### src/hdl/mlft_pkg.sv
// Shared types and constants for the MAC learning forward table.
package mlft_pkg;

	localparam int TableEntries = 8;
	localparam int IdxW = (TableEntries > 1) ? $clog2(TableEntries) : 1;
	localparam int MacW = 48;
	localparam int PortW = 4;
	localparam int CntW = 4;
	localparam int CmdW = 2;
	localparam int StatusW = 3;

	typedef enum logic [CmdW-1:0] {
		CMD_LEARN   = 2'd0,
		CMD_FORWARD = 2'd1,
		CMD_CONNECT = 2'd2,
		CMD_CLEAR   = 2'd3
	} cmd_t;

	typedef enum logic [StatusW-1:0] {
		ST_LEARNED = 3'd0,
		ST_FULL    = 3'd1,
		ST_HIT     = 3'd2,
		ST_FLOOD   = 3'd3,
		ST_CLEARED = 3'd4
	} status_t;

	typedef struct packed {
		logic             hit;
		logic [IdxW-1:0]  hit_idx;
		logic [PortW-1:0] hit_port;
		logic [IdxW-1:0]  free_idx;
		logic [CntW-1:0]  count;
	} lookup_t;

	typedef struct packed {
		logic             wr;
		logic             alloc;
		logic             clear;
		logic [IdxW-1:0]  idx;
		logic [MacW-1:0]  mac;
		logic [PortW-1:0] port;
	} update_t;

endpackage

### src/hdl/mac_learning_forward_table.sv
// MAC learning forward table: one command per cycle while the result side keeps up. A
// result is registered after its transaction is accepted: input register, then a parallel
// compare of the address against every entry feeding the result register. Each command
// sees the table as left by the one before it, so back-to-back commands are
// taken every cycle while the result side keeps up.
module mac_learning_forward_table (
	input  logic                         clk,
	input  logic                         arst_n,
	input  logic                         in_valid,
	output logic                         in_ready,
	input  logic [mlft_pkg::CmdW-1:0]    command,
	input  logic [mlft_pkg::MacW-1:0]    mac,
	input  logic [mlft_pkg::PortW-1:0]   port,
	output logic                         out_valid,
	input  logic                         out_ready,
	output logic [mlft_pkg::StatusW-1:0] status,
	output logic [mlft_pkg::PortW-1:0]   out_port,
	output logic [mlft_pkg::CntW-1:0]    entry_count
);
	import mlft_pkg::*;

	logic               valid_s1;
	logic [CmdW-1:0]    cmd_s1;
	logic [MacW-1:0]    mac_s1;
	logic [PortW-1:0]   port_s1;
	logic               advance;
	lookup_t            lkp;
	update_t            upd;
	logic [StatusW-1:0] status_d;
	logic [PortW-1:0]   out_port_d;
	logic [CntW-1:0]    count_d;
	logic               out_valid_q;
	logic [StatusW-1:0] status_q;
	logic [PortW-1:0]   out_port_q;
	logic [CntW-1:0]    count_q;

	assign advance  = valid_s1 && (!out_valid_q || out_ready);
	assign in_ready = !valid_s1 || advance;

	always_ff @(posedge clk or negedge arst_n) begin
		if (!arst_n) begin
			valid_s1 <= 1'b0;
		end else if (in_ready) begin
			valid_s1 <= in_valid;
		end
	end

	always_ff @(posedge clk) begin
		if (in_valid && in_ready) begin
			cmd_s1  <= command;
			mac_s1  <= mac;
			port_s1 <= port;
		end
	end

	mlft_table u_table (
		.clk        (clk),
		.arst_n     (arst_n),
		.lookup_mac (mac_s1),
		.upd        (upd),
		.lkp        (lkp)
	);

	mlft_cmd u_cmd (
		.go          (advance),
		.command     (cmd_s1),
		.mac         (mac_s1),
		.port        (port_s1),
		.lkp         (lkp),
		.upd         (upd),
		.status      (status_d),
		.out_port    (out_port_d),
		.entry_count (count_d)
	);

	always_ff @(posedge clk or negedge arst_n) begin
		if (!arst_n) begin
			out_valid_q <= 1'b0;
		end else if (advance) begin
			out_valid_q <= 1'b1;
		end else if (out_ready) begin
			out_valid_q <= 1'b0;
		end
	end

	always_ff @(posedge clk) begin
		if (advance) begin
			status_q   <= status_d;
			out_port_q <= out_port_d;
			count_q    <= count_d;
		end
	end

	assign out_valid   = out_valid_q;
	assign status      = status_q;
	assign out_port    = out_port_q;
	assign entry_count = count_q;

`ifndef ASSERT_OFF
	a_count_in_range: assert property (@(posedge clk) disable iff (!arst_n)
		out_valid_q |-> (count_q <= CntW'(TableEntries)))
		else $error("entry count beyond capacity");

	a_full_at_capacity: assert property (@(posedge clk) disable iff (!arst_n)
		(out_valid_q && (status_q == ST_FULL)) |-> (count_q == CntW'(TableEntries)))
		else $error("rejection while table not full");

	a_cleared_empty: assert property (@(posedge clk) disable iff (!arst_n)
		(out_valid_q && (status_q == ST_CLEARED)) |-> (count_q == '0))
		else $error("clear result with nonzero count");

	a_stage_hold: assert property (@(posedge clk) disable iff (!arst_n)
		(valid_s1 && !advance) |=> (valid_s1 && $stable(mac_s1) && $stable(cmd_s1)))
		else $error("stalled transaction lost in input stage");
`endif

endmodule

### src/hdl/mlft_table.sv
// Address table storage with parallel match, free-entry search and update.
module mlft_table (
	input  logic                        clk,
	input  logic                        arst_n,
	input  logic [mlft_pkg::MacW-1:0]   lookup_mac,
	input  mlft_pkg::update_t           upd,
	output mlft_pkg::lookup_t           lkp
);
	import mlft_pkg::*;

	logic [TableEntries-1:0] valid_q;
	logic [MacW-1:0]         addr_q [TableEntries];
	logic [PortW-1:0]        port_q [TableEntries];
	logic [CntW-1:0]         count_q;

	always_comb begin
		lkp.hit      = 1'b0;
		lkp.hit_idx  = '0;
		lkp.hit_port = '0;
		lkp.free_idx = '0;
		lkp.count    = count_q;
		for (int i = TableEntries - 1; i >= 0; i--) begin
			if (valid_q[i] && (addr_q[i] == lookup_mac)) begin
				lkp.hit      = 1'b1;
				lkp.hit_idx  = IdxW'(i);
				lkp.hit_port = port_q[i];
			end
			if (!valid_q[i]) begin
				lkp.free_idx = IdxW'(i);
			end
		end
	end

	always_ff @(posedge clk or negedge arst_n) begin
		if (!arst_n) begin
			valid_q <= '0;
			count_q <= '0;
		end else if (upd.clear) begin
			valid_q <= '0;
			count_q <= '0;
		end else if (upd.wr && upd.alloc) begin
			valid_q[upd.idx] <= 1'b1;
			count_q          <= count_q + CntW'(1);
		end
	end

	always_ff @(posedge clk) begin
		if (upd.wr) begin
			if (upd.alloc) begin
				addr_q[upd.idx] <= upd.mac;
			end
			port_q[upd.idx] <= upd.port;
		end
	end

`ifndef ASSERT_OFF
	a_count_matches_valid: assert property (@(posedge clk) disable iff (!arst_n)
		count_q == CntW'($countones(valid_q)))
		else $error("entry count disagrees with valid entries");

	a_alloc_free_slot: assert property (@(posedge clk) disable iff (!arst_n)
		(upd.wr && upd.alloc && !upd.clear) |-> !valid_q[upd.idx])
		else $error("new entry placed on an occupied slot");

	a_clear_empties: assert property (@(posedge clk) disable iff (!arst_n)
		upd.clear |=> (valid_q == '0) && (count_q == '0))
		else $error("table not empty after clear");
`endif

endmodule

### src/hdl/mlft_cmd.sv
// Command decode: result fields and table update for one command.
module mlft_cmd (
	input  logic                         go,
	input  logic [mlft_pkg::CmdW-1:0]    command,
	input  logic [mlft_pkg::MacW-1:0]    mac,
	input  logic [mlft_pkg::PortW-1:0]   port,
	input  mlft_pkg::lookup_t            lkp,
	output mlft_pkg::update_t            upd,
	output logic [mlft_pkg::StatusW-1:0] status,
	output logic [mlft_pkg::PortW-1:0]   out_port,
	output logic [mlft_pkg::CntW-1:0]    entry_count
);
	import mlft_pkg::*;

	logic             full;
	logic [PortW-1:0] auto_port;
	logic [PortW-1:0] learn_port;
	cmd_t             cmd;

	assign cmd       = cmd_t'(command);
	assign full      = lkp.count >= CntW'(TableEntries);
	assign auto_port = full ? PortW'(1) : PortW'(lkp.count + CntW'(1));
	assign learn_port = (cmd == CMD_CONNECT) ? auto_port : port;

	always_comb begin
		upd.wr      = 1'b0;
		upd.alloc   = !lkp.hit;
		upd.clear   = 1'b0;
		upd.idx     = lkp.hit ? lkp.hit_idx : lkp.free_idx;
		upd.mac     = mac;
		upd.port    = learn_port;
		status      = ST_LEARNED;
		out_port    = '0;
		entry_count = lkp.count;
		unique case (cmd)
			CMD_LEARN, CMD_CONNECT: begin
				if (cmd == CMD_CONNECT) begin
					out_port = auto_port;
				end
				if (full) begin
					status = ST_FULL;
				end else begin
					status = ST_LEARNED;
					upd.wr = go;
					if (!lkp.hit) begin
						entry_count = lkp.count + CntW'(1);
					end
				end
			end
			CMD_FORWARD: begin
				if (lkp.hit) begin
					status   = ST_HIT;
					out_port = lkp.hit_port;
				end else begin
					status   = ST_FLOOD;
					out_port = port;
				end
			end
			CMD_CLEAR: begin
				upd.clear   = go;
				status      = ST_CLEARED;
				entry_count = '0;
			end
		endcase
	end

endmodule
### config.mk
export PLATFORM = sky130hd
export DESIGN_NAME = mac_learning_forward_table
export DESIGN_NICKNAME = d
export VERILOG_FILES = /design/src/hdl/mlft_pkg.sv /design/src/hdl/mac_learning_forward_table.sv /design/src/hdl/mlft_table.sv /design/src/hdl/mlft_cmd.sv
export SDC_FILE = /design/constraint.sdc
export NUM_CORES = 1
export LEC_CHECK = 0
export BUFFER_PORTS_ARGS = -buffer_cell sky130_fd_sc_hd__buf_2
export CAP_MARGIN = 20
export CORE_MARGIN = 5
export CORE_UTILIZATION = 60
export CTS_CLUSTER_DIAMETER = 100
export CTS_CLUSTER_SIZE = 28
export DETAILED_ROUTE_END_ITERATION = 8
export GPL_ROUTABILITY_DRIVEN = 1
export PLACE_DENSITY_LB_ADDON = 0.12
export SYNTH_ARGS = -nofsm -noshare
export SYNTH_HDL_FRONTEND = slang
export SYNTH_SLANG_ARGS = --single-unit
### constraint.sdc
create_clock -name clk -period 17 [get_ports clk]
set_input_delay 1.7 -clock clk [delete_from_list [all_inputs] [get_ports clk]]
set_output_delay 1.7 -clock clk [all_outputs]
set_load 0.01 [all_outputs]
==> impl_metrics.ini, run 1 <==
[run_status]
outcome = finished, final reports clean

[cells_and_area]
area.growth.synth_to_final_pct = 7.003
layout-drive-gt1-share_pct = 12.22
finalNetCount = 1469
fill_cells = 2502
num_antenna_cells = 0

[die]
die-area_sq_mm = 0.03870
num_rows = 68
coreArea_sq_mm = 0.03446
start_util_pct = 60.71
dieWidth_um = 196.7
ios = 71
die_h_um = 196.7

[setup_path]
worstPathRequired_ns = 17.19
worst_path_most_repeated_cell = o21bai_4
setup.worst_path.end_class = flop
crit_chain = xor2_1 -> nor4_1 -> nand4_1 -> nor4_2 -> o21bai_4 -> nor2_1 -> o21a_1 -> o21bai_4 -> nor2_4 -> buf_4
cp_max_fo = 48
critPathSlowestCell = nor4_2
crit_path_start_kind = flop
arrival_ns = 5.10
slowest_delay_ns = 0.91
timing_worst_setup_path_type = reg2reg
cp_num_buf_inv = 1
crit_family = simple AND/OR/NAND/NOR gates

[synth]
ys_types = 78
ys_warn_count = 0
synth_seq_cells = 495
synth_edf_count = 481
synthCells = 1333
synthArstFlopShare_pct = 2.828
synthFlopType = edfxtp_1
netlist_area_sq_mm = 0.02092
ys_seq_area_share_pct = 70.72
synthesis.nets = 1393
syn_avg_cell_area_sq_um = 15.69

[drt]
top_layer_used = met4
met2WireLength_um = 22420
drtIter0Drc = 1002
vias = 11270
met3_length_um = 3418
m1WireLength_um = 20450
wl_per_cell_um = 25.35
drc = 0
antenna_left = 0
firstDrtPassIters = 6
routed_via_density = 6.024
wl_um = 47430

[clocking]
htreeDepth = 1
clock_latency_ns = 0.55
cts.path.max_buffers = 3
path_clk_slew_ns = 0.10
cts_tree = done
hold_buffers = 0
post_cts_buffers = 0
root_buffer = clkbuf_16
cts.repair.resized = 0
cts_sinks = 495
cts_buffers = 21

[sta]
hold_viol = 0
finalCritPeriodShare_pct = 28.87
fin_worst_skew_ns = 0.01744
drv_slew = 0
setup-tns-final_ns = 0
slew-limit-headroom_pct = 23.20
rsz0062_at_grt = false
setup_viol = 0
fin_crit_ns = 4.909
max_freq_mhz = 203.7
worst_pin_slew_ns = 1.142

[global_route]
grt_max_degree = 55
overflow = 0
antenna_found_initial = 0
grt_first_pass_wirelength_um = 70460
grt_pass1_vias = 10966
grtUsageTotal_pct = 24.35

[power]
leakage_nw = 7.199
ir_worst_vdd_mv = 0.09008
power_mw = 2.311
powerDensity_mw_per_mm2 = 103.2

[place]
port_buffers = 70
hpwl_um = 31580
gp_congestion = 0.8828

[hold_path]
worstHoldPathType = reg2reg

[flow_run]
drv_cap = 0
## path summary, 6_finish.rpt
kind                                  from                    end  slack (ns)  cells after the start
worst min register to register    valid_s1              out_valid        0.52                      1
worst max register to register  mac_s1[12]  u_table.addr_q[1][43]       12.09                     10
worst min-delay path              valid_s1              out_valid        0.52                      1
worst max-delay path            mac_s1[12]  u_table.addr_q[1][43]       12.09                     10
min in group asynchronous           arst_n     u_table.valid_q[5]        1.03                      1
max in group asynchronous           arst_n     u_table.valid_q[4]       15.72                      1
## registers in the layout, summed over array words and instances, names as in the netlist
name             count
u_table.valid_q      8
out_valid            1
valid_s1             1
entry_count          4
u_table.count_q      4
out_port             4
u_table.addr_q     384
status               3
mac_s1              48
cmd_s1               2
port_s1              4
u_table.port_q      32
## final cells by class
| cell class | count | area (sq um) | share of cell area (%) |
|---|---|---|---|
| well taps | 455 | 569.3 | 2.543 |
| flip-flops and latches | 495 | 14790 | 66.09 |
| repair buffers | 104 | 605.6 | 2.705 |
| inverters | 31 | 116.4 | 0.5198 |
| clock inverters | 2 | 20.02 | 0.08943 |
| multi-input cells | 756 | 5728 | 25.59 |
| clock buffers | 28 | 551.8 | 2.465 |
## cell families after synthesis
| group | after synthesis | synth area share (%) |
|---|---|---|
| adders and majority gates | 2 | 0.1196 |
| buffers and inverters | 82 | 2.189 |
| muxes | 4 | 0.2033 |
| DFF | 495 | 70.72 |
| xor gates and xnor gates | 347 | 14.56 |
| AOI/OAI and AO/OA | 94 | 3.469 |
| and+or+nand+nor | 309 | 8.738 |
## power breakdown
part	internal, mW	switching, mW	total [mW]
registers	1.42	0.0568	1.48
logic	0.0944	0.159	0.254
clock network	0.232	0.349	0.581
## synthesized netlist by cell type, types with 10 or more instances
cell type / n / area [sq um]
nand4_1: 58 / 362.9
nor2b_1: 17 / 106.4
buf_2: 30 / 150.1
o21ai_0: 17 / 85.08
inv_1: 31 / 116.4
nor4_1: 47 / 294.0
nand3_1: 18 / 90.09
xnor2_1: 196 / 1717
nand2_1: 38 / 142.6
buf_6: 10 / 112.6
dfrtp_1: 14 / 350.3
nor3_1: 14 / 70.07
xor2_1: 150 / 1314
edfxtp_1: 481 / 14440
nand2b_1: 26 / 162.7
nor2_1: 43 / 161.4
buf_4: 10 / 75.07
## through the flow
stage	hold slack, ns	util [%]	cell area [sq um]	worst slack (ns)	std cells
2_1_floorplan	0.4569	-	20920	10.53	1333
3_3_place_gp	0.4766	63.30	21810	12.14	1841
3_5_place_dp	0.4930	63.30	21810	12.10	1841
4_1_cts	0.5160	64.96	22390	12.07	1871
5_1_grt	0.5380	64.96	22390	11.77	1871
6_report	0.5179	64.96	22390	12.09	1871
## cells in the final DEF, fill, tap and decap left out, types with 18 or more instances in the layout
cell         n
edfxtp_1   481
xnor2_1    196
xor2_1     150
buf_2       70
nand4_1     58
nor4_1      47
nand2_1     38
nor2_1      37
buf_4       34
inv_1       31
nand2b_1    26
clkbuf_16   21
nand3_1     18
## routing by layer
| metal | up-vias | GRT usage, % |
|---|---|---|
| met3 | 64 | 3.675 |
| met2 | 428 | 38.97 |
| met1 | 5726 | 36.05 |
| met5 | - | 0 |
| li1 | 5052 | - |
| met4 | 0 | 5.701 |
Power figures use the tool's default switching activity.
==> run 2, diff against run 1 <==
- CORE_UTILIZATION: 60 -> 56
- clock period: 17 -> 4.2 ns (I/O delays scaled with it)
==> run 2 against run 1 <==
Die area rose by 6.8%. Utilization fell by 0.58 points. Via count rose by 5.3%. Setup slack got worse by 12 ns. Combinational power rose to 5.0 times the previous value. Routed wire length rose by 12%. Final cell count rose by 7.5%. Sequential power rose to 4.0 times the previous value.
==> impl_metrics.ini, run 2 (same netlist as run 1, synthesis figures left out) <==
[run_status]
outcome = finished, final reports clean

[setup_path]
r2r_cells = 13
timing_worst_setup_path_type = reg2reg
crit_chain = buf_4 -> buf_4 -> xor2_1 -> nor4_2 -> nand3_1 -> or4_4 -> o221ai_1 -> o31ai_4 -> buf_4 -> nor2_1 -> nor3_4 -> buf_12 -> buf_12
crit_path_start_kind = flop
arrival_ns = 4.28
r2r-start = mac_s1[14]
worstReg2RegEnd = u_table.addr_q[5][10]
slowest_delay_ns = 0.65
setup.worst_path.end_class = flop
critPathSlowestCell = edfxtp_1
worstPathRequired_ns = 4.52
cp_max_fo = 15
reg2reg_slack_ns = 0.25
worst_path_most_repeated_cell = buf_4

[drt]
vias = 11866
wl_per_cell_um = 26.40
drc = 0
drtIter0Drc = 1142
wl_um = 53120
firstDrtPassIters = 5
antenna_left = 0
routed_via_density = 5.898

[clocking]
htreeDepth = 1
cts_tree = done
root_buffer = clkbuf_16
cts_sinks = 495
clock_latency_ns = 0.56
cts.path.max_buffers = 3
cts_buffers = 21
path_clk_slew_ns = 0.10

[cells_and_area]
largest_reg_flops = 384
final_cell_mix = edfxtp_1 (481), xnor2_1 (196), xor2_1 (150), buf_4 (137), buf_2 (70)
instances_no_fill = 2012
layout_commonest_cell = edfxtp_1
area.growth.synth_to_final_pct = 13.21
design_area_sq_mm = 0.02368
regMostFlops = u_table.addr_q
finalNetCount = 1597
utilization_pct = 64.38
fill_cells = 2651
top_regs = u_table.addr_q (384), mac_s1 (48), u_table.port_q (32)
layout-drive-gt1-share_pct = 19.56
num_antenna_cells = 0

[place]
dp.cells = 1977
gp_congestion = 0.9111
pre_cts_ws_ns = -0.04212
port_buffers = 70
dpl_cell_area_sq_mm = 0.02305
hpwl_um = 37960

[power]
powerDensity_mw_per_mm2 = 405.5
ir_worst_vdd_mv = 0.3198
leakage_nw = 7.921
power_mw = 9.603

[sta]
whs_ns = 0.02406
fin_worst_skew_ns = 0.02304
max_freq_mhz = 252.8
drv_slew = 0
layout_setup_ws_ns = 0.2451
setup-tns-final_ns = 0
rsz0062_at_grt = false
setup_viol = 0
worst_pin_slew_ns = 0.9925
hold_viol = 0
finalCritPeriodShare_pct = 94.16
fin_crit_ns = 3.955
slew-limit-headroom_pct = 33.13

[hold_path]
min_to = mac_s1[44]
hp-start = mac[44]
worstHoldPathType = in2reg
min_delay_path_depth = 1

[global_route]
overflow = 0
grt_pass1_vias = 11643
gr-usage-met1_pct = 37.25
grt_util_met3_pct = 5.168
grtUsageTotal_pct = 25.52
grtUsageMet2_pct = 40.00
antenna_found_initial = 1
grt_max_degree = 40
grt_busiest_layer = met2
grt_first_pass_wirelength_um = 77420

[die]
die-area_sq_mm = 0.04132
die_h_um = 203.3
num_rows = 70
dieWidth_um = 203.3
coreArea_sq_mm = 0.03679
start_util_pct = 56.87
ios = 71

[flow_run]
drv_cap = 0
[run 2: cell type report]
class	instances	area [sq um]	area share, %
flip-flops and latches	495	14790	62.46
multi-input cells	756	5747	24.26
repair buffers	232	1869	7.893
well taps	468	585.6	2.472
clock buffers	28	551.8	2.330
inverters	31	116.4	0.4913
clock inverters	2	20.02	0.08453
[run 2: worst max-delay path by stage]
stage / start / end / depth (start not counted) / slack [ns]
floorplan: mac_s1[41] / u_table.addr_q[3][0] / 10 / -0.77
global placement: mac_s1[45] / u_table.addr_q[5][38] / 12 / 0.02
detailed placement: mac_s1[45] / u_table.addr_q[5][1] / 12 / -0.04
CTS: mac_s1[35] / u_table.addr_q[5][9] / 13 / 0.04
global route: mac_s1[44] / u_table.port_q[4][1] / 9 / 0.07
finish: mac_s1[14] / u_table.addr_q[5][10] / 13 / 0.25
[run 2: critical path: cells and delay by family (launching register included)]
family / cells / cell delay [ns]
flip-flops: 1 / 0.65
AO/OA/AOI/OAI: 2 / 0.48
AND/OR/NAND/NOR: 5 / 1.46
buffers and inverters: 5 / 0.92
XOR/XNOR: 1 / 0.17
[run 2: layer usage]
| layer | share of wire, % | up-vias | wire length [um] |
|---|---|---|---|
| li1 | - | 5310 | - |
| met1 | 43 | 6032 | 22960 |
| met2 | 46 | 457 | 24420 |
| met3 | 7.8 | 67 | 4131 |
| met4 | 3.0 | 0 | 1602 |
| met5 | 0 | - | 0 |
[run 2: what timing repair did]
action | CTS | global route
buffers inserted | 0 | 4
hold endpoints to repair | 14 | 0
pin swaps | 0 | 1
gates resized for setup | 1 | 1
hold buffers | 1 | 0
endpoints found under the setup margin | 48 | 192
[run 2: power breakdown]
group | switching, mW | internal [mW] | leakage, nW
Clock | 1.44 | 0.941 | 0.278
Combinational | 0.743 | 0.521 | 3.08
Sequential | 0.213 | 5.74 | 4.56
Total | 2.40 | 7.20 | 7.92
